--- config.mk ---
export PLATFORM = sky130hd
export DESIGN_NAME = spvg_cordic
export DESIGN_NICKNAME = d
export VERILOG_FILES = /design/src/hw/rtl/spvg_pkg.sv /design/src/hw/rtl/spvg_cordic.sv
export SDC_FILE = /design/constraint.sdc
export NUM_CORES = 2
export LEC_CHECK = 0
export BUFFER_PORTS_ARGS = -buffer_cell sky130_fd_sc_hd__buf_2
export CORE_UTILIZATION = 50
export CTS_CLUSTER_DIAMETER = 100
export DETAILED_ROUTE_END_ITERATION = 8
export GPL_TIMING_DRIVEN = 0
export PLACE_DENSITY = 0.75
export SYNTH_ARGS = -nofsm -noshare
export SYNTH_HDL_FRONTEND = slang
export SYNTH_SLANG_ARGS = --single-unit
--- constraint.sdc ---
create_clock -name i_clk -period 10.5 [get_ports i_clk]
set_input_delay 1.05 -clock i_clk [delete_from_list [all_inputs] [get_ports i_clk]]
set_output_delay 1.05 -clock i_clk [all_outputs]
set_load 0.1 [all_outputs]
--- src/hw/rtl/spvg_pkg.sv ---
// Package for the sphere patch vertex generator: payload structs, config register
// indexes, CORDIC constants and shared helper functions. No dependencies.
`timescale 1ns / 1ps

package spvg_pkg;

    localparam int MAX_DIVISIONS_DEF = 1024;
    localparam int PHASE_BITS_DEF    = 16;

    localparam int CORDIC_ITERS  = 16;
    localparam int CORDIC_STAGES = CORDIC_ITERS / 2;
    // One stage for the octant reduction, the iteration stages, one rounding stage.
    localparam int CORDIC_LAT    = CORDIC_STAGES + 2;
    localparam int VERT_LAT      = 3;
    localparam int SIDE_LAT      = CORDIC_LAT + VERT_LAT;

    localparam logic signed [33:0] CORDIC_X0 = 34'sd652032874;

    localparam logic [2:0] CFG_RADIUS   = 3'd0;
    localparam logic [2:0] CFG_Z_OFFSET = 3'd1;
    localparam logic [2:0] CFG_U_STEP   = 3'd2;
    localparam logic [2:0] CFG_V_STEP   = 3'd3;
    localparam logic [2:0] CFG_U_DIV    = 3'd4;

    typedef struct packed {
        logic [9:0] u_index;
        logic [9:0] v_index;
    } t_cell;

    typedef struct packed {
        logic [1:0]         corner;
        logic signed [15:0] pos_x;
        logic signed [15:0] pos_y;
        logic signed [15:0] pos_z;
        logic signed [15:0] norm_x;
        logic signed [15:0] norm_y;
        logic signed [15:0] norm_z;
        logic [21:0]        vertex_number;
        logic               last_corner;
    } t_vertex;

    // Corner issued by the sequencer.
    typedef struct packed {
        logic        valid;
        logic [1:0]  corner;
        logic [10:0] u_pos;
        logic [10:0] v_pos;
        logic [9:0]  u_index;
        logic [9:0]  v_index;
    } t_seq_item;

    typedef struct packed {
        logic [1:0]  corner;
        logic [21:0] vertex_number;
    } t_side;

    typedef struct packed {
        logic signed [33:0] x;
        logic signed [33:0] y;
        logic signed [23:0] z;
    } t_cstate;

    // Arc tangents of 2^-i in units of 2^-24 turn.
    function automatic logic signed [23:0] atan_turn24(input int i);
        logic signed [23:0] a;
        unique case (i)
            0:  a = 24'sd2097152;
            1:  a = 24'sd1238021;
            2:  a = 24'sd654133;
            3:  a = 24'sd332052;
            4:  a = 24'sd166669;
            5:  a = 24'sd83416;
            6:  a = 24'sd41718;
            7:  a = 24'sd20860;
            8:  a = 24'sd10430;
            9:  a = 24'sd5215;
            10: a = 24'sd2608;
            11: a = 24'sd1304;
            12: a = 24'sd652;
            13: a = 24'sd326;
            14: a = 24'sd163;
            15: a = 24'sd81;
            default: a = 24'sd0;
        endcase
        return a;
    endfunction

    function automatic t_cstate cordic_iter(input t_cstate s, input int i);
        t_cstate n;
        if (s.z >= 0) begin
            n.x = s.x - (s.y >>> i);
            n.y = s.y + (s.x >>> i);
            n.z = s.z - atan_turn24(i);
        end else begin
            n.x = s.x + (s.y >>> i);
            n.y = s.y - (s.x >>> i);
            n.z = s.z + atan_turn24(i);
        end
        return n;
    endfunction

endpackage

--- src/hw/rtl/spvg_cordic.sv ---
// Pipelined sine/cosine unit: octant reduction, two CORDIC iterations per stage,
// then rounding to Q1.14 and quadrant fix-up. Depends on spvg_pkg.
`timescale 1ns / 1ps

module spvg_cordic #(
    parameter int PHASE_BITS = spvg_pkg::PHASE_BITS_DEF
) (
    input  logic                  i_clk,
    input  logic                  i_en,
    input  logic [PHASE_BITS-1:0] i_phase,
    output logic signed [15:0]    o_sin,
    output logic signed [15:0]    o_cos
);
    import spvg_pkg::*;

    t_cstate     r_st [CORDIC_STAGES+1];
    logic [1:0]  r_q  [CORDIC_STAGES+1];
    logic [23:0] w_p24;
    logic [24:0] w_t;

    assign w_p24 = 24'(i_phase) << (24 - PHASE_BITS);
    assign w_t   = {1'b0, w_p24} + 25'(2**21);

    always_ff @(posedge i_clk) begin
        if (i_en) begin
            r_q[0]    <= w_t[23:22];
            r_st[0].x <= CORDIC_X0;
            r_st[0].y <= '0;
            r_st[0].z <= signed'({2'b00, w_t[21:0]}) - 24'sd2097152;
        end
    end

    for (genvar s = 0; s < CORDIC_STAGES; s++) begin : g_stage
        t_cstate w_mid;
        t_cstate w_nxt;
        always_comb begin
            w_mid = cordic_iter(r_st[s], 2 * s);
            w_nxt = cordic_iter(w_mid, 2 * s + 1);
        end
        always_ff @(posedge i_clk) begin
            if (i_en) begin
                r_st[s+1] <= w_nxt;
                r_q[s+1]  <= r_q[s];
            end
        end
    end

    logic signed [33:0] w_xr;
    logic signed [33:0] w_yr;
    logic signed [15:0] w_c;
    logic signed [15:0] w_s;
    logic signed [15:0] n_cos;
    logic signed [15:0] n_sin;

    always_comb begin
        w_xr = (r_st[CORDIC_STAGES].x + 34'sd32768) >>> 16;
        w_yr = (r_st[CORDIC_STAGES].y + 34'sd32768) >>> 16;
        if (w_xr > 34'sd16384) begin
            w_c = 16'sd16384;
        end else if (w_xr < -34'sd16384) begin
            w_c = -16'sd16384;
        end else begin
            w_c = 16'(w_xr);
        end
        if (w_yr > 34'sd16384) begin
            w_s = 16'sd16384;
        end else if (w_yr < -34'sd16384) begin
            w_s = -16'sd16384;
        end else begin
            w_s = 16'(w_yr);
        end
        unique case (r_q[CORDIC_STAGES])
            2'd0: begin
                n_cos = w_c;
                n_sin = w_s;
            end
            2'd1: begin
                n_cos = -w_s;
                n_sin = w_c;
            end
            2'd2: begin
                n_cos = -w_c;
                n_sin = -w_s;
            end
            default: begin
                n_cos = w_s;
                n_sin = -w_c;
            end
        endcase
    end

    always_ff @(posedge i_clk) begin
        if (i_en) begin
            o_cos <= n_cos;
            o_sin <= n_sin;
        end
    end

endmodule

### After elaboration in Yosys (flattened, before gate mapping)

Memory sizes are Yosys's and may differ from the RTL's.
Cells that the tools add are included.

| storage, ports and cells | value |
|---|---|
| register bits | 32 |
| bits in writable memories | 846 |
| bits of input ports | 18 |
| output and inout port bits | 32 |
| logic and storage cells | 184 |
| memories | 2 |

| cells by class | value |
|---|---|
| add/subtract/negate cells | 101 |
| magnitude comparators | 20 |
| eq/ne operators | 2 |
| multiplexer cells | 56 |
| reductions and logical operators | 1 |

Memory list:

| name | depth | bits a word | rd ports | clocked after memory_dff | write ports | RTL line | RTL |
|---|---|---|---|---|---|---|---|
| r_st | 9 | 92 | 9 | 0 | 9 | spvg_cordic.sv:16 | `t_cstate r_st [CORDIC_STAGES+1];` |
| r_q | 9 | 2 | 9 | 0 | 9 | spvg_cordic.sv:17 | `logic [1:0] r_q [CORDIC_STAGES+1];` |

Operators with widths:

| kind | count |
|---|---|
| 2-to-1 mux 92 bit | 16 |
| 2-to-1 mux 24 bit | 32 |
| adder 24 bit | 16 |
| greater-or-equal comparator 24 x 1 -> 1 bit (second input constant) | 16 |
| subtractor 24 bit | 16 |
| case mux 16 bit (3 select lines) | 2 |
| adder 34 x 17 -> 34 bit (second input constant) | 2 |
| adder 34 x 19 -> 34 bit | 2 |
| adder 34 x 20 -> 34 bit | 2 |
| adder 34 x 21 -> 34 bit | 2 |
| adder 34 x 22 -> 34 bit | 2 |
| adder 34 x 23 -> 34 bit | 2 |
| adder 34 x 24 -> 34 bit | 2 |
| adder 34 x 25 -> 34 bit | 2 |
| adder 34 x 26 -> 34 bit | 2 |
| adder 34 x 27 -> 34 bit | 2 |
| adder 34 x 28 -> 34 bit | 2 |
| adder 34 x 29 -> 34 bit | 2 |
| adder 34 x 30 -> 34 bit | 2 |
| adder 34 x 31 -> 34 bit | 2 |
| adder 34 x 32 -> 34 bit | 2 |
| adder 34 x 33 -> 34 bit | 2 |
| subtractor 34 x 19 -> 34 bit | 2 |
| subtractor 34 x 20 -> 34 bit | 2 |
| 25 further kinds | 46 |

### Longest topological paths before layout

An unclocked memory read counts as a cell.

| depth | value |
|---|---|
| depth in word-level cells | 9 |
| gate-level depth with buffers | 43 |
| mapped depth without buffers | 40 |

### Least setup slack after synthesis

OpenSTA, ideal clock, no wires.

| timing path | value |
|---|---|
| path type | reg2reg |
| start | memory r_st[6][4] (netlist name) |
| end | memory r_st[7][91] (netlist name), data pin |
| library setup time | 260 ps |
| arrival time | 8776 ps |
| data required time | 10240 ps |
| setup slack | 1464 ps |
| stages on the path, launching flop included | 36 |
| path buffers | 3 |
| period minus slack after synthesis | 9036 ps |
| cells stage by stage | edfxtp_1 or4_1 nor4_1 nor2_1 inv_1 clkbuf_1 clkbuf_1 ha_1 o21ai_0 nor2_1 or4_1 a41oi_1 a21oi_1 a41oi_1 a21oi_1 a211oi_1 o2bb2ai_1 xor2_1 clkinv_1 clkbuf_1 nor2_1 xnor2_1 ha_1 o21ai_0 nand2b_1 a21oi_1 o211ai_1 a31oi_1 nor2b_1 o21a_1 o41ai_1 o21a_1 o211ai_1 or4_1 a31oi_1 xnor2_1 |

RTL lines:

| element | RTL line |
|---|---|
| from (decl) | spvg_cordic.sv:16 |

==> metrics.txt <==
DRT iter0 DRCs=slightly above 7k; Slew @ Worst Pin=about 1.6 ns; worst setup margin=around 0.49 ns; synthesized cell area=92200 um2; worst hold-check path type=reg -> reg; clk_lat worst skew=approximately 0.76 ns; TritonCTS clock tree=yes; final slew viol count=8; initial antenna violation count=3; fin util=0.541; Crit path arrival time=~11 ns; routed vias/inst=roughly 6; Final HPWL DP=approximately 220000 um; drt drc=0; hold depth=0; Yosys top cell area share=0.221; vias in the first global route=a little under 80k; routability cong.=0.966; Mean Syn Cell Area=~8.4 um2; status=finished with violations; cts hold-fix bufs=0; Seq/Total Area, Yosys=0.221; YS warnings=0; I/O Buffers=49; Synth-to-Final Area Change=7.42%; Inserted Diodes=0; Post-Route WL=~270000 um; starting density of the core=0.503; total die area=around 190000 um2; most common cell after layout, fill and taps aside=ha_1; CORE AREA=approximately 180000 um2; Worst setup SP type=register; violated checks=max-capacitance violations, max-slew violations; routed via count=about 84k; required time of the critical path=~11 ns; worst-path cell with the longest stage delay=o311ai_1; Post-synth top flop=edfxtp_1; final hold vios=0; Die X=431 um; CTS Root Cell=clkbuf_16; DR pass1 iterations=6; Synth cell types=100; R2R cell count=38; max frequency=between 0.09 and 0.1 GHz; ys async rst share=0; row cnt=about 160; clk slew on worst S/H paths=0.06 ns; Setup crit end kind=register; die height=~430 um; IO Pins=50; H-tree Lvls=3; post-layout net count=around 12k; FF+latch count, synth=a little under 700; ANT nets after route=0; share of layout cells above drive strength 1=0.0400; final setup TNS=0 ns; clk sinks=679; CTS buffer count=85; fin crit period=between 10 and 15 ns; Largest stage delay, worst path=0.51 ns; Overflow after GRT=0; final setup fails=0; first-pass GRT wire length=~420000 um; Synth Instances=11.0k; max_cap viols=1; area leader, netlist=edfxtp_1; syn nets=between 10k and 15k; Worst Skew=around 0.065 ns; largest net degree at the start of global routing=between 100 and 150; dpl ws=-2.16 ns; Max FO, Critical Path=23; number of enable flip-flop cells after synthesis=679; top cells by area, synth=edfxtp_1, ha_1, xnor2_1; critical path class=reg -> reg; Overall Global Routing Usage=0.280; Top cell by count, worst path=a21oi_1; Rel. slew slack=-0.0748; most frequent cells in the layout=ha_1, xnor2_1, a21oi_1; ratio of final minimum period to clock period=0.954; Max Root-Sink Buffers=3; routed len/inst=19.7 um
synthesized netlist by cell type, drive strengths merged, types with 62 or more instances:
master     n
clkbuf   181
o211ai    62
or4       65
xor2     577
nor2     944
nand4     86
and3      92
and2      73
nor4      75
nor2b    150
a21oi   1004
or3      130
o21bai   142
a211oi    95
o41ai     72
nand2    718
or2       63
a31oi    115
o31ai    143
o21a     192
o21ai    709
nand3    213
ha      1241
inv      512
nand2b   193
edfxtp   679
nor3     285
a21o     422
xnor2   1081
worst max-delay path: cells and delay by family (launching register included):
kind	cells	cell delay, ns
and+or+nand+nor	9	2.06
adders and majority gates	3	0.93
buffers and inverters	6	1.30
xor gates and xnor gates	4	0.75
DFF	1	0.37
AOI/OAI and AO/OA	16	4.33
repair_timing:
action                     4_1_cts  5_1_grt
setup endpoints to repair      127       74
buffers inserted                 4        9
pin swaps                        2        5
resized for setup               41       71
sequential cells by signal (all words and copies together) (netlist names):
name / cells
r_st: 629
r_q: 18
o_cos: 16
o_sin: 16
final cells by class:
class                           count  area, um2
Clock buffer                      102       2190
Timing Repair Buffer               70        548
Sequential cell                   679      20400
Buffer                            189        791
Multi-Input combinational cell   9608      69400
Clock inverter                     55        608
Inverter                          516       1950
Tap cell                         2464       3080
Fill cell                       16900      84100
stage by stage:
stage          instance area [um2]  std cells  hold WS, ns
2_1_floorplan                92200      11000        0.400
3_3_place_gp                 95500      13500        0.401
3_5_place_dp                 95700      13500        0.406
4_1_cts                      98700      13700        0.395
5_1_grt                      99000      13700        0.408
6_report                     99000      13700        0.415
routing by layer:
metal / GRT usage / wire [um]
met3: 0.0328 / 15300
met1: 0.352 / 115000
met2: 0.474 / 125000
met5: 0 / 0
met4: 0.139 / 14700
logic make-up after synthesis:
logic type               count (synthesis)  share of synthesized area
XOR/XNOR                              1658                      0.158
flip-flops                             679                      0.221
AO/OA/AOI/OAI                         3366                      0.234
AND/OR/NAND/NOR                       3215                      0.171
buffers and inverters                  709                     0.0289
adder cells (fa/ha/maj)               1277                      0.176
multiplexers                            92                     0.0106
worst paths after layout:
| check | start | end | slack (ns) |
|---|---|---|---|
| worst max-delay path | r_st[2][23] | r_st[3][91] | 0.49 |
| worst min-delay path | r_q[0][6] | r_q[0][8] | 0.42 |
| worst min register to register | r_q[0][6] | r_q[0][8] | 0.42 |
| worst max register to register | r_st[2][23] | r_st[3][91] | 0.49 |
Power is not shown: default switching activity piles up to over one toggle a cycle in this logic, so the estimate is an artifact.
