--- src/hw/rtl/spvg_pkg.sv ---
// Package for the sphere patch vertex generator: payload structs, config register
// indexes, CORDIC constants and shared helper functions. No dependencies.
`timescale 1ns / 1ps

package spvg_pkg;

    localparam int MAX_DIVISIONS_DEF = 1024;
    localparam int PHASE_BITS_DEF    = 16;

    localparam int CORDIC_ITERS  = 16;
    localparam int CORDIC_STAGES = CORDIC_ITERS / 2;
    // One stage for the octant reduction, the iteration stages, one rounding stage.
    localparam int CORDIC_LAT    = CORDIC_STAGES + 2;
    localparam int VERT_LAT      = 3;
    localparam int SIDE_LAT      = CORDIC_LAT + VERT_LAT;

    localparam logic signed [33:0] CORDIC_X0 = 34'sd652032874;

    localparam logic [2:0] CFG_RADIUS   = 3'd0;
    localparam logic [2:0] CFG_Z_OFFSET = 3'd1;
    localparam logic [2:0] CFG_U_STEP   = 3'd2;
    localparam logic [2:0] CFG_V_STEP   = 3'd3;
    localparam logic [2:0] CFG_U_DIV    = 3'd4;

    typedef struct packed {
        logic [9:0] u_index;
        logic [9:0] v_index;
    } t_cell;

    typedef struct packed {
        logic [1:0]         corner;
        logic signed [15:0] pos_x;
        logic signed [15:0] pos_y;
        logic signed [15:0] pos_z;
        logic signed [15:0] norm_x;
        logic signed [15:0] norm_y;
        logic signed [15:0] norm_z;
        logic [21:0]        vertex_number;
        logic               last_corner;
    } t_vertex;

    // Corner issued by the sequencer.
    typedef struct packed {
        logic        valid;
        logic [1:0]  corner;
        logic [10:0] u_pos;
        logic [10:0] v_pos;
        logic [9:0]  u_index;
        logic [9:0]  v_index;
    } t_seq_item;

    typedef struct packed {
        logic [1:0]  corner;
        logic [21:0] vertex_number;
    } t_side;

    typedef struct packed {
        logic signed [33:0] x;
        logic signed [33:0] y;
        logic signed [23:0] z;
    } t_cstate;

    // Arc tangents of 2^-i in units of 2^-24 turn.
    function automatic logic signed [23:0] atan_turn24(input int i);
        logic signed [23:0] a;
        unique case (i)
            0:  a = 24'sd2097152;
            1:  a = 24'sd1238021;
            2:  a = 24'sd654133;
            3:  a = 24'sd332052;
            4:  a = 24'sd166669;
            5:  a = 24'sd83416;
            6:  a = 24'sd41718;
            7:  a = 24'sd20860;
            8:  a = 24'sd10430;
            9:  a = 24'sd5215;
            10: a = 24'sd2608;
            11: a = 24'sd1304;
            12: a = 24'sd652;
            13: a = 24'sd326;
            14: a = 24'sd163;
            15: a = 24'sd81;
            default: a = 24'sd0;
        endcase
        return a;
    endfunction

    function automatic t_cstate cordic_iter(input t_cstate s, input int i);
        t_cstate n;
        if (s.z >= 0) begin
            n.x = s.x - (s.y >>> i);
            n.y = s.y + (s.x >>> i);
            n.z = s.z - atan_turn24(i);
        end else begin
            n.x = s.x + (s.y >>> i);
            n.y = s.y - (s.x >>> i);
            n.z = s.z + atan_turn24(i);
        end
        return n;
    endfunction

endpackage

--- src/hw/rtl/spvg_vertex.sv ---
// Normal and position arithmetic: three stages of Q1.14 products, radius scaling,
// z offset and saturation. Depends on spvg_pkg.
`timescale 1ns / 1ps

module spvg_vertex (
    input  logic               i_clk,
    input  logic               i_en,
    input  logic signed [15:0] i_sin_u,
    input  logic signed [15:0] i_cos_u,
    input  logic signed [15:0] i_sin_v,
    input  logic signed [15:0] i_cos_v,
    input  logic [14:0]        i_radius,
    input  logic signed [15:0] i_z_offset,
    output logic signed [15:0] o_pos_x,
    output logic signed [15:0] o_pos_y,
    output logic signed [15:0] o_pos_z,
    output logic signed [15:0] o_norm_x,
    output logic signed [15:0] o_norm_y,
    output logic signed [15:0] o_norm_z
);
    import spvg_pkg::*;

    function automatic logic signed [15:0] sat16(input logic signed [18:0] v);
        logic signed [15:0] r;
        if (v > 19'sd32767) begin
            r = 16'sh7fff;
        end else if (v < -19'sd32768) begin
            r = 16'sh8000;
        end else begin
            r = 16'(v);
        end
        return r;
    endfunction

    logic signed [31:0] w_pnx;
    logic signed [31:0] w_pny;
    logic signed [15:0] r_nx_a;
    logic signed [15:0] r_ny_a;
    logic signed [15:0] r_nz_a;

    assign w_pnx = (32'(i_sin_v) * 32'(i_cos_u) + 32'sd8192) >>> 14;
    assign w_pny = (32'(i_sin_v) * 32'(i_sin_u) + 32'sd8192) >>> 14;

    always_ff @(posedge i_clk) begin
        if (i_en) begin
            r_nx_a <= 16'(w_pnx);
            r_ny_a <= 16'(w_pny);
            r_nz_a <= i_cos_v;
        end
    end

    logic signed [31:0] w_r;
    logic signed [31:0] w_px;
    logic signed [31:0] w_py;
    logic signed [31:0] w_pz;
    logic signed [17:0] r_px_b;
    logic signed [17:0] r_py_b;
    logic signed [17:0] r_pz_b;
    logic signed [15:0] r_nx_b;
    logic signed [15:0] r_ny_b;
    logic signed [15:0] r_nz_b;

    assign w_r  = signed'({17'd0, i_radius});
    assign w_px = (w_r * 32'(r_nx_a) + 32'sd8192) >>> 14;
    assign w_py = (w_r * 32'(r_ny_a) + 32'sd8192) >>> 14;
    assign w_pz = (w_r * 32'(r_nz_a) + 32'sd8192) >>> 14;

    always_ff @(posedge i_clk) begin
        if (i_en) begin
            r_px_b <= 18'(w_px);
            r_py_b <= 18'(w_py);
            r_pz_b <= 18'(w_pz);
            r_nx_b <= r_nx_a;
            r_ny_b <= r_ny_a;
            r_nz_b <= r_nz_a;
        end
    end

    always_ff @(posedge i_clk) begin
        if (i_en) begin
            o_pos_x  <= sat16(19'(r_px_b));
            o_pos_y  <= sat16(19'(r_py_b));
            o_pos_z  <= sat16(19'(r_pz_b) + 19'(i_z_offset));
            o_norm_x <= r_nx_b;
            o_norm_y <= r_ny_b;
            o_norm_z <= r_nz_b;
        end
    end

endmodule

--- config.mk ---
export PLATFORM = sky130hd
export DESIGN_NAME = spvg_vertex
export DESIGN_NICKNAME = d
export VERILOG_FILES = /design/src/hw/rtl/spvg_pkg.sv /design/src/hw/rtl/spvg_vertex.sv
export SDC_FILE = /design/constraint.sdc
export NUM_CORES = 2
export LEC_CHECK = 0
export BUFFER_PORTS_ARGS = -buffer_cell sky130_fd_sc_hd__buf_4
export CAP_MARGIN = 20
export CORE_UTILIZATION = 60
export DETAILED_ROUTE_END_ITERATION = 8
export GPL_ROUTABILITY_DRIVEN = 0
export PLACE_DENSITY = 0.78
export SLEW_MARGIN = 20
export SYNTH_ARGS = -nofsm -noshare
export SYNTH_HDL_FRONTEND = slang
export SYNTH_SLANG_ARGS = --single-unit
--- constraint.sdc ---
create_clock -name i_clk -period 10.1 [get_ports i_clk]
set_input_delay 2.02 -clock i_clk [delete_from_list [all_inputs] [get_ports i_clk]]
set_output_delay 2.02 -clock i_clk [all_outputs]
set_load 0.005 [all_outputs]
## Word level (Yosys, flattened, before mapping)

Cells that the tools add are included.

| cells by class | value |
|---|---|
| $add $sub $neg | 6 |
| $mul | 5 |
| mux-type cells | 3 |
| magnitude comparators | 6 |

Operator list:

| operator | count |
|---|---|
| adder 32 x 15 -> 32 bit, second input constant | 3 |
| multiplier 16 x 16 -> 32 bit | 3 |
| adder 30 x 15 -> 30 bit, second input constant | 2 |
| multiplier 16 x 16 -> 30 bit | 2 |
| 2-to-1 mux 16 bit | 3 |
| greater-than comparator 18 x 16 -> 1 bit, second input constant | 2 |
| less-than comparator 18 x 16 -> 1 bit, second input constant | 2 |
| adder 18 x 16 -> 19 bit | 1 |
| greater-than comparator 19 x 16 -> 1 bit, second input constant | 1 |
| less-than comparator 19 x 16 -> 1 bit, second input constant | 1 |

| storage, ports and cells | value |
|---|---|
| input port bits | 97 |
| word-level logic and storage cells | 35 |
| register bits | 246 |
| output and inout bits | 96 |

## Depth between registers and ports, before layout

| depth | value |
|---|---|
| depth after elaboration | 3 |
| depth in mapped cells | 26 |

## Worst setup path after synthesis

OpenSTA, ideal clock, no wires.

| timing path | value |
|---|---|
| path type | input port to flip-flop |
| start point | input i_sin_v[15] |
| end point | register r_nx_a[14] (data pin) |
| library setup time | 0.257 ns |
| stages on the path | 22 |
| buffers on the path | 2 |
| data required time | 9.843 ns |
| arrival | 7.683 ns |
| setup slack | 2.160 ns |
| cells stage by stage | clkbuf_1 > clkbuf_1 > nand2_1 > inv_1 > fa_1 > fa_1 > fa_1 > fa_1 > fa_1 > inv_1 > fa_1 > inv_1 > ha_1 > a21o_1 > a21o_1 > o31ai_1 > o21ai_1 > o211a_1 > o21a_1 > o21a_1 > o22a_1 > xor2_1 |

| on the way | value |
|---|---|
| word-level cells in the longest chain between the ends | 2 |

Ends and longest elaborated chain:

| item | line | RTL |
|---|---|---|
| from (decl) | spvg_vertex.sv:10 | `input logic signed [15:0] i_sin_v,` |
| multiplier 16 x 16 -> 30 bit | spvg_vertex.sv:41 | `assign w_pnx = (32'(i_sin_v) * 32'(i_cos_u) + 32'sd8192) >>> 14;` |
| adder 30 x 15 -> 30 bit | spvg_vertex.sv:41 |  |
| net w_pnx[14] | spvg_vertex.sv:35 | `logic signed [31:0] w_pnx;` |
| to (signal assigned) | spvg_vertex.sv:46 | `r_nx_a <= 16'(w_pnx);` |
| to (decl) | spvg_vertex.sv:37 | `logic signed [15:0] r_nx_a;` |

The timed path passes the listed nets, and every way through them passes these cells.
A chain may end at the register's enable or synchronous reset.

## Worst setup path after layout

| timing path | value |
|---|---|
| start point | input i_radius[8] |
| end point | register r_px_b[14] (data pin) |

| on the way | value |
|---|---|
| word-level cells in the longest chain between the ends | 2 |

Ends and longest elaborated chain:

| item | line | RTL |
|---|---|---|
| from (decl) | spvg_vertex.sv:12 | `input logic [14:0] i_radius,` |
| multiplier 16 x 16 -> 32 bit | spvg_vertex.sv:64 | `assign w_px = (w_r * 32'(r_nx_a) + 32'sd8192) >>> 14;` |
| adder 32 x 15 -> 32 bit | spvg_vertex.sv:64 |  |
| net w_px[14] | spvg_vertex.sv:53 | `logic signed [31:0] w_px;` |
| to (signal assigned) | spvg_vertex.sv:70 | `r_px_b <= 18'(w_px);` |
| to (decl) | spvg_vertex.sv:56 | `logic signed [17:0] r_px_b;` |

The timed path passes the listed nets, and every way through them passes these cells.

==> results.py <==
metrics = {
    "status": {
        "outcome": "finished, final reports clean",
    },
    "setup_path": {
        "crit_arrival_ns": 8.34,
        "r2r_cells": 23,
        "crit_type": "input port to register",
        "critPathMaxFanout": 48,
        "cp_cell_sequence": "buf_4 > nand2_1 > fa_1 > inv_1 > fa_1 > fa_1 > fa_1 > fa_1 > inv_1 > fa_1 > inv_1 > ha_1 > a21oi_1 > o21ai_0 > nand3_1 > a31oi_1 > o2111ai_1 > nand3_1 > and3_1 > or2_1 > a211oi_1 > nor2_1",
        "start_kind": "input port",
        "critical-path-max-stage-delay_ns": 0.58,
        "crit_path_frequent_cell": "fa_1",
        "required_ns": 10.43,
        "slowest_stage": "fa_1",
        "end_kind": "register",
    },
    "min_path": {
        "hold_path_depth": 0,
        "hold_class": "register to register",
    },
    "synth": {
        "synth_fp_nets": 6785,
        "ys_types": 59,
        "synth_ff_type": "edfxtp_1",
        "synth_area_per_cell_um2": 9.779,
        "ys_warn_count": 0,
        "syn-cell-area_um2": 50230,
        "synth-seq-cells": 246,
        "seq_area_frac_synth_pct": 14.71,
        "async_reset_ff_share_pct": 0,
        "synth_edf_count": 246,
        "syn_inst": 5137,
    },
    "routing": {
        "wl_mm": 109.8,
        "dr.pass1.iters": 6,
        "antenna_left": 0,
        "wl_per_cell_um": 17.62,
        "vias": 33827,
        "vias_per_cell": 5.428,
        "drtIter0Drc": 1957,
        "drc": 0,
    },
    "timing": {
        "rsz0062_at_grt": "false",
        "tns_ns": 0,
        "hold_violations": 0,
        "fin_crit_ns": 8.018,
        "min_period_over_period_pct": 79.39,
        "hold_ws_ns": 0.4185,
        "fmax_mhz": 124.7,
        "final-setup-viol-count": 0,
        "worst_slew_pin_slew_ns": 1.017,
        "finClkSkew_ns": 0.01145,
        "drv_slew": 0,
        "relSlewSlack_pct": 32.18,
    },
    "finish": {
        "area.growth.synth_to_final_pct": 5.677,
        "fill_cells": 6588,
        "drive_gt1_share_pct": 4.844,
        "fin_nets": 6791,
    },
    "clocking": {
        "clk_pin_slew_ns": 0.06,
        "cts_hold_buf": 0,
        "clock_path_buffers": 3,
        "numCtsBuffers": 27,
        "cts_tree": "yes",
        "cts_sinks": 246,
        "clockRootBuffer": "clkbuf_16",
        "clock_latency_ns": 0.58,
        "post_cts_buffers": 0,
        "cts_resized": 0,
        "ctsHtreeMaxLevel": 1,
    },
    "global_route": {
        "grt_pass1_vias": 37226,
        "antenna_found_initial": 1,
        "grt_max_degree": 109,
        "overflow": 0,
        "grt_pass1_wl_mm": 185.0,
        "grt_usage_pct": 27.26,
    },
    "floorplanning": {
        "start_util_pct": 60.89,
        "die_w_um": 291.3,
        "die_h_um": 291.3,
        "core_area_um2": 82500,
        "io_pins": 193,
        "dieArea_um2": 84880,
        "num_rows": 105,
    },
    "placed_design": {
        "hpwlAfterDp_mm": 84.83,
        "io_buffers": 192,
    },
    "job": {
        "max_cap_viol_count": 0,
    },
}
[worst max-delay path: cells and delay by family]
family | cells | cell delay [ns]
buf+inv | 4 | 0.64
simple gates | 6 | 1.05
compound gates | 5 | 1.15
fa+ha+maj | 7 | 3.42
[final timing paths]
path          startpoint  slack (ns)          end
min reg2reg    r_nx_b[3]        0.42  o_norm_x[3]
min            r_nx_b[3]        0.42  o_norm_x[3]
max          i_radius[8]        2.08   r_px_b[14]
max reg2reg    r_nx_a[8]        3.21   r_px_b[14]
[cells in the final DEF, fill, tap and decap left out, types with 3 or more instances in the layout]
cell       count
inv_1       1194
fa_1        1037
nand2_1      621
and2_1       581
ha_1         514
edfxtp_1     246
buf_4        196
nor2_1       187
xnor2_1       87
a21oi_1       82
nand2b_1      41
nor2b_1       40
o21ai_0       38
xor2_1        34
clkbuf_16     27
a21o_1        25
nor3_1        23
o21ai_1       21
nand3_1       18
o21a_1        18
nand4_1       13
clkinv_1      12
and3_1        11
a211oi_1      10
a31oi_1        7
o21bai_1       7
a31o_2         5
and4_1         4
nor4_1         4
a21boi_0       4
bufinv_16      4
o211ai_1       3
a21oi_2        3
nand3b_1       3
or2_2          3
[per-stage QoR]
stage,cell area [µm²],setup WS [ns],util (%),std cells
after floorplan,50230,2.160,-,5137
after global placement,52220,1.689,63.29,6184
after detailed placement,52220,1.499,63.29,6184
after CTS,53080,2.089,64.34,6231
after global routing,53080,1.698,64.34,6232
final,53080,2.082,64.34,6232
[final cells by class]
| type | count | area [µm²] | area share (%) |
|---|---|---|---|
| clock inverter | 19 | 185.2 | 0.3488 |
| multi-input combinational | 3476 | 37520 | 70.68 |
| antenna | 1 | 2.502 | 0.004714 |
| tap | 1070 | 1339 | 2.522 |
| timing repair buffer | 197 | 1486 | 2.800 |
| sequential | 246 | 7387 | 13.92 |
| clock buffer | 28 | 679.4 | 1.280 |
| inverter | 1195 | 4486 | 8.450 |
[cells by family after synthesis]
group | after synthesis | synth area share (%)
adder cells (fa/ha/maj) | 1551 | 54.13
AND/OR/NAND/NOR | 1556 | 15.30
buffers and inverters | 1415 | 10.60
AO/OA/AOI/OAI | 248 | 3.148
flip-flops | 246 | 14.71
XOR/XNOR | 121 | 2.110
[layer usage]
layer  vias to the layer above  share of wire (%)  GRT usage [%]
met5                         -                  0              0
met4                         0                2.8          7.548
met3                       224                6.6          3.718
met2                      1122                 51          48.12
met1                     17214                 40          35.17
li1                      15267                  -              -
[Yosys cell counts (18+ instances only)]
master / instances / area, µm²
inv_1: 1194 / 4482
fa_1: 1037 / 20760
nand2_1: 621 / 2331
and2_1: 581 / 3635
ha_1: 514 / 6431
edfxtp_1: 246 / 7387
clkbuf_1: 215 / 807.0
nor2_1: 187 / 701.9
xnor2_1: 87 / 762.0
a21oi_1: 82 / 410.4
nand2b_1: 41 / 256.5
nor2b_1: 40 / 250.2
o21ai_0: 38 / 190.2
xor2_1: 34 / 297.8
a21o_1: 25 / 187.7
nor3_1: 23 / 115.1
o21ai_1: 21 / 105.1
nand3_1: 18 / 90.09
o21a_1: 18 / 135.1
[flip-flops by register name, indices dropped and copies added (netlist names)]
register,flops
r_nx_a,16
o_pos_x,16
o_pos_z,16
r_nx_b,16
r_px_b,18
r_ny_a,16
r_ny_b,16
o_pos_y,16
r_nz_a,16
o_norm_y,16
r_nz_b,16
r_py_b,18
r_pz_b,18
o_norm_x,16
o_norm_z,16
Power is left out: the tool's default activity adds up to more than one toggle a clock period on the data nets, which glitch-free logic cannot reach.
