$ cat config.mk
export PLATFORM = sky130hd
export DESIGN_NAME = spvg_seq
export DESIGN_NICKNAME = d
export VERILOG_FILES = /design/src/hw/rtl/spvg_pkg.sv /design/src/hw/rtl/spvg_seq.sv
export SDC_FILE = /design/constraint.sdc
export NUM_CORES = 1
export LEC_CHECK = 0
export BUFFER_PORTS_ARGS = -buffer_cell sky130_fd_sc_hd__buf_2
export CORE_MARGIN = 2
export CORE_UTILIZATION = 45
export CTS_CLUSTER_SIZE = 8
export DETAILED_ROUTE_END_ITERATION = 8
export PLACE_DENSITY = 0.86
export SLEW_MARGIN = 0
export SYNTH_ARGS = -nofsm -noshare
export SYNTH_HDL_FRONTEND = slang
export SYNTH_SLANG_ARGS = --single-unit
$ cat constraint.sdc
create_clock -name i_clk -period 3 [get_ports i_clk]
set_input_delay 0.3 -clock i_clk [delete_from_list [all_inputs] [get_ports i_clk]]
set_output_delay 0.3 -clock i_clk [all_outputs]
set_load 0.01 [all_outputs]
$ cat src/hw/rtl/spvg_pkg.sv
// Package for the sphere patch vertex generator: payload structs, config register
// indexes, CORDIC constants and shared helper functions. No dependencies.
`timescale 1ns / 1ps

package spvg_pkg;

    localparam int MAX_DIVISIONS_DEF = 1024;
    localparam int PHASE_BITS_DEF    = 16;

    localparam int CORDIC_ITERS  = 16;
    localparam int CORDIC_STAGES = CORDIC_ITERS / 2;
    // One stage for the octant reduction, the iteration stages, one rounding stage.
    localparam int CORDIC_LAT    = CORDIC_STAGES + 2;
    localparam int VERT_LAT      = 3;
    localparam int SIDE_LAT      = CORDIC_LAT + VERT_LAT;

    localparam logic signed [33:0] CORDIC_X0 = 34'sd652032874;

    localparam logic [2:0] CFG_RADIUS   = 3'd0;
    localparam logic [2:0] CFG_Z_OFFSET = 3'd1;
    localparam logic [2:0] CFG_U_STEP   = 3'd2;
    localparam logic [2:0] CFG_V_STEP   = 3'd3;
    localparam logic [2:0] CFG_U_DIV    = 3'd4;

    typedef struct packed {
        logic [9:0] u_index;
        logic [9:0] v_index;
    } t_cell;

    typedef struct packed {
        logic [1:0]         corner;
        logic signed [15:0] pos_x;
        logic signed [15:0] pos_y;
        logic signed [15:0] pos_z;
        logic signed [15:0] norm_x;
        logic signed [15:0] norm_y;
        logic signed [15:0] norm_z;
        logic [21:0]        vertex_number;
        logic               last_corner;
    } t_vertex;

    // Corner issued by the sequencer.
    typedef struct packed {
        logic        valid;
        logic [1:0]  corner;
        logic [10:0] u_pos;
        logic [10:0] v_pos;
        logic [9:0]  u_index;
        logic [9:0]  v_index;
    } t_seq_item;

    typedef struct packed {
        logic [1:0]  corner;
        logic [21:0] vertex_number;
    } t_side;

    typedef struct packed {
        logic signed [33:0] x;
        logic signed [33:0] y;
        logic signed [23:0] z;
    } t_cstate;

    // Arc tangents of 2^-i in units of 2^-24 turn.
    function automatic logic signed [23:0] atan_turn24(input int i);
        logic signed [23:0] a;
        unique case (i)
            0:  a = 24'sd2097152;
            1:  a = 24'sd1238021;
            2:  a = 24'sd654133;
            3:  a = 24'sd332052;
            4:  a = 24'sd166669;
            5:  a = 24'sd83416;
            6:  a = 24'sd41718;
            7:  a = 24'sd20860;
            8:  a = 24'sd10430;
            9:  a = 24'sd5215;
            10: a = 24'sd2608;
            11: a = 24'sd1304;
            12: a = 24'sd652;
            13: a = 24'sd326;
            14: a = 24'sd163;
            15: a = 24'sd81;
            default: a = 24'sd0;
        endcase
        return a;
    endfunction

    function automatic t_cstate cordic_iter(input t_cstate s, input int i);
        t_cstate n;
        if (s.z >= 0) begin
            n.x = s.x - (s.y >>> i);
            n.y = s.y + (s.x >>> i);
            n.z = s.z - atan_turn24(i);
        end else begin
            n.x = s.x + (s.y >>> i);
            n.y = s.y - (s.x >>> i);
            n.z = s.z + atan_turn24(i);
        end
        return n;
    endfunction

endpackage

$ cat src/hw/rtl/spvg_seq.sv
// Cell sequencer: holds one accepted cell and issues its four corners, one per cycle while i_en is high.
// Depends on spvg_pkg.
`timescale 1ns / 1ps

module spvg_seq (
    input  logic                i_clk,
    input  logic                i_rst_n,
    input  logic                i_en,
    input  logic                i_in_valid,
    input  spvg_pkg::t_cell     i_in_data,
    output logic                o_in_stall,
    output spvg_pkg::t_seq_item o_item
);
    import spvg_pkg::*;

    logic       r_busy;
    logic [1:0] r_k;
    logic [9:0] r_u;
    logic [9:0] r_v;
    logic       w_last;
    logic       w_take;

    assign w_last     = (r_k == 2'd3);
    assign o_in_stall = r_busy && !(i_en && w_last);
    assign w_take     = i_in_valid && !o_in_stall;

    always_ff @(posedge i_clk) begin
        if (!i_rst_n) begin
            r_busy <= 1'b0;
            r_k    <= 2'd0;
        end else if (w_take) begin
            r_busy <= 1'b1;
            r_k    <= 2'd0;
        end else if (i_en && r_busy) begin
            if (w_last) begin
                r_busy <= 1'b0;
            end else begin
                r_k <= r_k + 2'd1;
            end
        end
    end

    always_ff @(posedge i_clk) begin
        if (w_take) begin
            r_u <= i_in_data.u_index;
            r_v <= i_in_data.v_index;
        end
    end

    // Corners 1 and 2 step u, corners 2 and 3 step v.
    always_comb begin
        o_item.valid   = r_busy;
        o_item.corner  = r_k;
        o_item.u_pos   = {1'b0, r_u} + {10'd0, r_k[0] ^ r_k[1]};
        o_item.v_pos   = {1'b0, r_v} + {10'd0, r_k[1]};
        o_item.u_index = r_u;
        o_item.v_index = r_v;
    end

endmodule

== Word level (Yosys, flattened, before mapping) ==
Cells that the tools add are included.
Storage, ports and cells
  bits in registers: 23
  input bits: 24
  output and inout port bits: 46
Cells by class
  add/sub/neg operators: 3
  eq/ne operators: 1
  bitwise gates (word level): 3
  multiplexer cells: 3
  reduce and logical (&&, ||, !) cells: 11
Operators with widths (number)
  $add 10x1->11: 2
  $logic_and 1x1->1: 4
  $reduce_and 2->1: 2
  $reduce_bool 2->1: 2
  $mux 1: 3
  $add 2x1->2 const B: 1
  $eq 2x2->1 const B: 1
  $logic_not 1->1: 2
  $not 1->1: 2
  $reduce_or 2->1: 1
  $xor 1x1->1: 1

== Depth between registers and ports, before layout ==
Gate-level depths: netlist of run 1.
  word-level depth: 8
  depth in mapped cells: 5
  depth with buffers taken out: 5

== Least setup slack after synthesis of run 1 ==
OpenSTA, ideal clock, no wires.
  kind: reg2reg
  start: register r_k[1]
  end: register r_u[0], enable pin
  setup slack: 1.042 ns
  stages on the path, launching flop included: 4
  setup time: 0.397 ns
  buffers on the path: 0
  arrival time: 1.561 ns
  cell sequence: dfxtp_1 > ha_1 > a21boi_2 > nor2_1
On the way
  longest elaborated chain between the ends: 6
RTL lines
  start: declaration: line spvg_seq.sv:17  | logic [1:0] r_k;
  start signal: assignment: line spvg_seq.sv:38  | r_k <= r_k + 2'd1;
  $eq 2x2->1: line spvg_seq.sv:23  | assign w_last = (r_k == 2'd3);
  $logic_and 1x1->1: line spvg_seq.sv:24  | assign o_in_stall = r_busy && !(i_en && w_last);
  $logic_not 1->1: line spvg_seq.sv:24
  $logic_and 1x1->1: line spvg_seq.sv:24
  net o_in_stall: line spvg_seq.sv:11  | output logic o_in_stall,
  $logic_not 1->1: line spvg_seq.sv:25  | assign w_take = i_in_valid && !o_in_stall;
  $logic_and 1x1->1: line spvg_seq.sv:25
  net w_take: line spvg_seq.sv:21  | logic w_take;
  end signal: assignment: line spvg_seq.sv:45  | r_u <= i_in_data.u_index;
  end: declaration: line spvg_seq.sv:18  | logic [9:0] r_u;
The timed path passes the listed nets, and every way through them passes these cells.
A chain may end at the register's enable or synchronous reset.

==> run_results.csv, run 1 <==
group,metric,value,unit
worst_setup_path,endpoint_kind,"output pin",
min_path,hp-class,"primary input to flop",
clocking,clock-sinks,23,
detailed_routing,vias,885,
detailed_routing,post_drt_wl_per_cell,13.6,µm
yosys,syn_inst,81,
die,ioPinCount,70,
die,dieArea,0.00286,mm²
worst_setup_path,cp_slowest_cell,"dfxtp_1",
clocking,ctsHoldBuffers,0,
die,initial_core_util,0.488,
final_layout,synthToLayoutAreaGrowth,36.9,%
timing,slew_violations,0,
yosys,synthTopCellsByArea,"edfxtp_1 (55%), xnor2_1 (8.8%), ha_1 (5.7%), dfxtp_1 (5.5%), xor2_1 (4.8%)",
final_layout,finalNetCount,184,
final_layout,drive_above_1_share,0.532,
worst_setup_path,path_class,"flop to output pin",
yosys,synth-seq-area-share,0.600,
worst_setup_path,crit_chain,"ha_1 -> ha_1 -> ha_1 -> nand4_1 -> xnor2_1 -> buf_2",
final_layout,fillers,178,
clocking,cts_tree,"built",
timing,fin_crit_sh,0.736,
power,leakagePower,0.000687,µW
placed_design,place_congestion,0.876,
die,rows,17,
timing,min_period,2.21,ns
grt,antenna_found_initial,0,
worst_setup_path,crit_path_frequent_cell,"ha_1",
final_layout,diodes,0,
job,maxCapViolations,0,
power,peakVddDrop,0.300,mV
placed_design,post-dp-hpwl,2060,µm
worst_setup_path,crit_buf_inv,1,
timing,slew_headroom,0.827,
timing,worst_slew_pin_slew,0.260,ns
timing,hold_viol,0,
clocking,cts_setup_buffers,0,
grt,grt_max_degree,21,
detailed_routing,drc_errors,0,
final_layout,final_common_cell,"buf_2",
timing,tns,0,ns
grt,grt.total_usage,0.194,
clocking,cts_made_buffers,3,
final_layout,final_cell_mix,"buf_2 (69), edfxtp_1 (20), xnor2_1 (11)",
worst_setup_path,required,2.70,ns
clocking,cts_resized,0,
placed_design,port_buffers,69,
clocking,h-tree-depth,1,
timing,whs,0.161,ns
run_status,status,"finished clean",
timing,rsz0062_at_grt,"false",
timing,setup_viol,0,
worst_setup_path,critical_path.top_delay_family,"adder cells",
yosys,synth_area_per_cell,13.6,µm²
power,pwr_density_cell,413,mW/mm²
detailed_routing,vias_per_cell,4.86,
clocking,cts_root_buffer,"clkbuf_4",
timing,skew,0.00455,ns
timing,fmax,453,MHz
worst_setup_path,worst-path-max-fanout,5,
detailed_routing,drtPass1Iterations,4,
worst_setup_path,cp.arrival,1.91,ns
die,die_h,53.5,µm
detailed_routing,ant_nets,0,
yosys,synth_nets,110,
yosys,synth_cell_types,23,
worst_setup_path,cpPeakStageDelay,0.35,ns
grt,grt_pass1_vias,927,
yosys,syn_area,0.00110,mm²
grt,grt.overflow.total,0,
worst_setup_path,startpoint_type,"flop",
yosys,ys_seq_elements,23,
detailed_routing,drt-initial-drc-count,8,
final_layout,regArea,661,µm²
yosys,yosysWarnings,0,
yosys,yosys.area.top_type,"edfxtp_1",
die,core-area,0.00225,mm²
yosys,synth_top_area_frac,0.545,
die,die_w,53.5,µm
detailed_routing,drt-total-wl,2480,µm
clocking,path_clk_slew,0.12,ns
clocking,cts_buffer_depth,2,
grt,grt_pass1_wl,3880,µm
clocking,clk_latency,0.30,ns
final_layout,multi_input_area,422,µm²
[path summary, 6_finish.rpt]
check	start	to	slack (ns)	cells after the start
setup / recovery	r_k[0]	o_item[39]	0.79	6
hold / removal	i_in_data[19]	r_u[9]	0.16	1
setup reg to reg	r_k[0]	r_v[7]	1.62	4
hold reg to reg	r_k[1]	r_k[1]	0.58	2
[sequential cells by signal, summed over array words and instances, names as in the netlist]
| name | count |
|---|---|
| r_u | 10 |
| r_v | 10 |
| r_k | 2 |
| r_busy | 1 |
[Yosys cell counts, drive strengths merged]
cell and n:
o21a 1, mux2i 1, xnor2 11, nand3b 1, and3 2, dfxtp 3, o21ai 1, a21boi 1
edfxtp 20, nand3 7, inv 3, buf 1, nor2 5, ha 5, nor4 1, nand4 3
xor2 6, nand2 4, and4 2, nor3 3
[cells by family (layout without fill, tap and decap cells)]
kind of cell,Yosys count,count (layout),synth area share
xor gates and xnor gates,17,17,0.135
DFF,23,23,0.600
AOI/OAI and AO/OA,3,3,0.0216
adders and majority gates,5,5,0.0568
muxes,1,1,0.00909
and+or+nand+nor,28,28,0.160
buffers and inverters,4,77,0.0170
[stage by stage]
stage	total power (µW)	area (µm²)	utilization	setup slack [ns]	instances
6_report	622	1510	0.669	0.792	182
5_1_grt	648	1510	0.669	0.642	182
4_1_cts	628	1510	0.669	0.781	182
3_3_place_gp	487	1480	0.657	1.19	178
3_5_place_dp	492	1480	0.657	1.13	178
2_1_floorplan	439	1100	-	1.04	81
[report_power, final]
| group | internal (µW) | leakage (µW) | switching [µW] |
|---|---|---|---|
| Sequential | 368 | 0.000215 | 16.8 |
| Clock | 51.8 | 0.0000150 | 87.2 |
| Combinational | 46.2 | 0.000457 | 52.0 |
[per-layer routing]
layer  wire length [µm]  track usage
met1                910        0.209
met2               1410        0.350
met3                118       0.0339
met4                 39        0.111
met5                  0            0
[cell type report]
cell class	count	area share
sequential	23	0.438
tap	28	0.0232
clock buffer	4	0.0174
multi-input combinational	54	0.280
inverter	3	0.00747
timing repair buffer	70	0.234
Note: power is estimated with default switching activity, not from simulation.
==> run 2, diff against run 1 <==
--- a/config.mk
+++ b/config.mk
@@ -7,10 +7,10 @@
 export LEC_CHECK = 0
 export BUFFER_PORTS_ARGS = -buffer_cell sky130_fd_sc_hd__buf_2
 export CORE_MARGIN = 2
-export CORE_UTILIZATION = 45
+export CORE_UTILIZATION = 37
 export CTS_CLUSTER_SIZE = 8
 export DETAILED_ROUTE_END_ITERATION = 8
-export PLACE_DENSITY = 0.86
+export PLACE_DENSITY = 0.76
 export SLEW_MARGIN = 0
 export SYNTH_ARGS = -nofsm -noshare
 export SYNTH_HDL_FRONTEND = slang
==> constraint.sdc (replaced) <==
create_clock -name i_clk -period 1.95 [get_ports i_clk]
set_input_delay 0.195 -clock i_clk [delete_from_list [all_inputs] [get_ports i_clk]]
set_output_delay 0.195 -clock i_clk [all_outputs]
set_load 0.01 [all_outputs]
==> run 2 against run 1 <==
  * Largest power group unchanged
  * Combinational power up 65%
  * Core utilization decreased by 9.0 points
  * Clock skew hardly changed
  * Clock power rose by 42%
  * Die area up 20%
  * Routed wire length grew 1.2%
  * Flip-flop and latch count is the same
  * Critical endpoint is now o_item[40]
  * Total power increased by 53%
  * Non-clock buffer count is 5 higher
  * Critical path depth did not move
  * Highest routed layer unchanged
  * Sequential power grew 54%
==> run_results.csv, run 2 (synthesis results as in run 1) <==
group,metric,value,unit
clocking,cts_root_buffer,"clkbuf_4",
grt,antenna_found_initial,0,
final_layout,diodes,0,
final_layout,final_util,0.579,
worst_setup_path,crit_end,"o_item[40]",
timing,worst_slack,0.0809,ns
timing,setup_viol,0,
worst_setup_path,timing.rr.start,"r_k[1]",
grt,grt_pass1_vias,826,
power,leakagePower,0.000708,µW
min_path,hp-class,"primary input to flop",
final_layout,reg.largest.list,"r_u x10, r_v x10, r_k x2",
detailed_routing,vias_per_cell,4.71,
grt,grt.overflow.total,0,
final_layout,drive_above_1_share,0.610,
worst_setup_path,cp.arrival,1.67,ns
worst_setup_path,path_class,"flop to output pin",
worst_setup_path,required,1.75,ns
clocking,ctsHoldBuffers,0,
run_status,status,"finished clean",
placed_design,place_congestion,0.787,
worst_setup_path,endpoint_kind,"output pin",
worst_setup_path,worst-path-max-fanout,4,
worst_setup_path,crit_start,"r_k[1]",
final_layout,final_cell_mix,"buf_2 (69), edfxtp_1 (20), xnor2_1 (11)",
timing,rsz0062_at_grt,"true",
worst_setup_path,worst_r2r_path_depth,4,
timing,slew_headroom,0.819,
final_layout,synthToLayoutAreaGrowth,46.2,%
die,die_w,58.6,µm
worst_setup_path,r2r_slack,0.75,ns
detailed_routing,drt-total-wl,2510,µm
clocking,clock-sinks,23,
detailed_routing,drt-initial-drc-count,10,
power,pwr_density_cell,592,mW/mm²
die,core-area,0.00278,mm²
clocking,cts_made_buffers,3,
grt,grt.total_usage,0.139,
timing,whs,0.0693,ns
placed_design,port_buffers,69,
worst_setup_path,r2r_end,"r_v[3]",
grt,grt_max_degree,13,
clocking,clk_latency,0.29,ns
clocking,path_clk_slew,0.11,ns
worst_setup_path,startpoint_type,"flop",
die,die_h,58.6,µm
final_layout,finalNetCount,189,
worst_setup_path,cp_slowest_cell,"dfxtp_4",
clocking,cts_buffer_depth,2,
timing,fmax,535,MHz
die,ioPinCount,70,
job,maxCapViolations,0,
detailed_routing,drc_errors,0,
worst_setup_path,crit_path_frequent_cell,"ha_4",
timing,min_period,1.87,ns
detailed_routing,vias,894,
die,initial_core_util,0.396,
placed_design,post-dp-hpwl,2060,µm
power,peakVddDrop,0.558,mV
worst_setup_path,crit_chain,"ha_4 -> ha_4 -> buf_4 -> nand4_1 -> xnor2_1 -> buf_2",
die,dieArea,0.00343,mm²
detailed_routing,drtPass1Iterations,3,
timing,skew,0.00410,ns
final_layout,final_common_cell,"buf_2",
timing,hold_viol,0,
detailed_routing,post_drt_wl_per_cell,13.2,µm
timing,fin_crit_sh,0.959,
grt,grt_pass1_wl,3580,µm
detailed_routing,ant_nets,0,
clocking,cts_tree,"built",
timing,slew_violations,0,
worst_setup_path,cpPeakStageDelay,0.38,ns
timing,worst_slew_pin_slew,0.272,ns
die,rows,19,
placed_design,place_ws,0.166,ns
clocking,h-tree-depth,1,
-- run 2: changes by cell type in the layout (fill, tap and decap cells not counted), moves of 2 or more --
cell / before / now
ha_2: 0 / 2
buf_4: 1 / 6
dfxtp_4: 0 / 2
dfxtp_1: 3 / 1
ha_4: 0 / 3
ha_1: 5 / 0
-- run 2: per-stage QoR --
step / total power [µW] / cells / TNS [ns] / instance area, µm²
3_5_place_dp: 760 / 182 / 0 / 1500
6_report: 953 / 190 / 0 / 1610
2_1_floorplan: 675 / 81 / 0 / 1100
4_1_cts: 962 / 186 / -0.00280 / 1550
3_3_place_gp: 754 / 182 / 0 / 1500
5_1_grt: 1000 / 190 / -0.0189 / 1610
-- run 2: layout make-up --
| cell class | instances | area, µm² |
|---|---|---|
| inverters | 3 | 11.3 |
| flip-flops and latches | 23 | 668 |
| multi-input cells | 54 | 475 |
| repair buffers | 75 | 390 |
| fillers | 230 | 1170 |
| clock buffers | 4 | 26.3 |
| well taps | 31 | 38.8 |
-- run 2: metal layers --
metal  global-route usage  wire [µm]  up-vias
met5                    0          0        -
li1                     -          -      455
met3               0.0198        137        2
met4               0.0598         25        0
met2                0.234       1290       26
met1                0.180       1060      411
-- run 2: report_power, final --
| part | internal [µW] | total, µW | switching (µW) |
|---|---|---|---|
| sequential | 565 | 593 | 28.4 |
| clock | 79.5 | 198 | 119 |
| combinational | 79.4 | 162 | 82.2 |
| total | 724 | 953 | 230 |
-- run 2: worst min path at each step --
stage / startpoint / endpoint / slack [ns] / cells after the start
after floorplan: i_in_data[10] / r_u[0] / 0.29 / 0
after global placement: i_in_data[1] / r_v[1] / 0.37 / 1
after detailed placement: i_in_data[1] / r_v[1] / 0.37 / 1
after CTS: i_in_data[1] / r_v[1] / 0.06 / 1
after global routing: i_in_data[0] / r_v[0] / 0.04 / 1
final: i_in_data[1] / r_v[1] / 0.07 / 1
-- run 2: critical path, delay by kind of cell, from the launching register on --
kind / cells / cell delay (ns)
xor+xnor: 1 / 0.19
fa+ha+maj: 2 / 0.43
buf+inv: 2 / 0.28
flops: 1 / 0.38
simple gates: 1 / 0.10
-- run 2: what timing repair did --
item | CTS | global route
gates resized for setup | 5 | 8
buffers inserted | 0 | 4
setup endpoints to repair | 7 | 7
pin swaps | 0 | 4
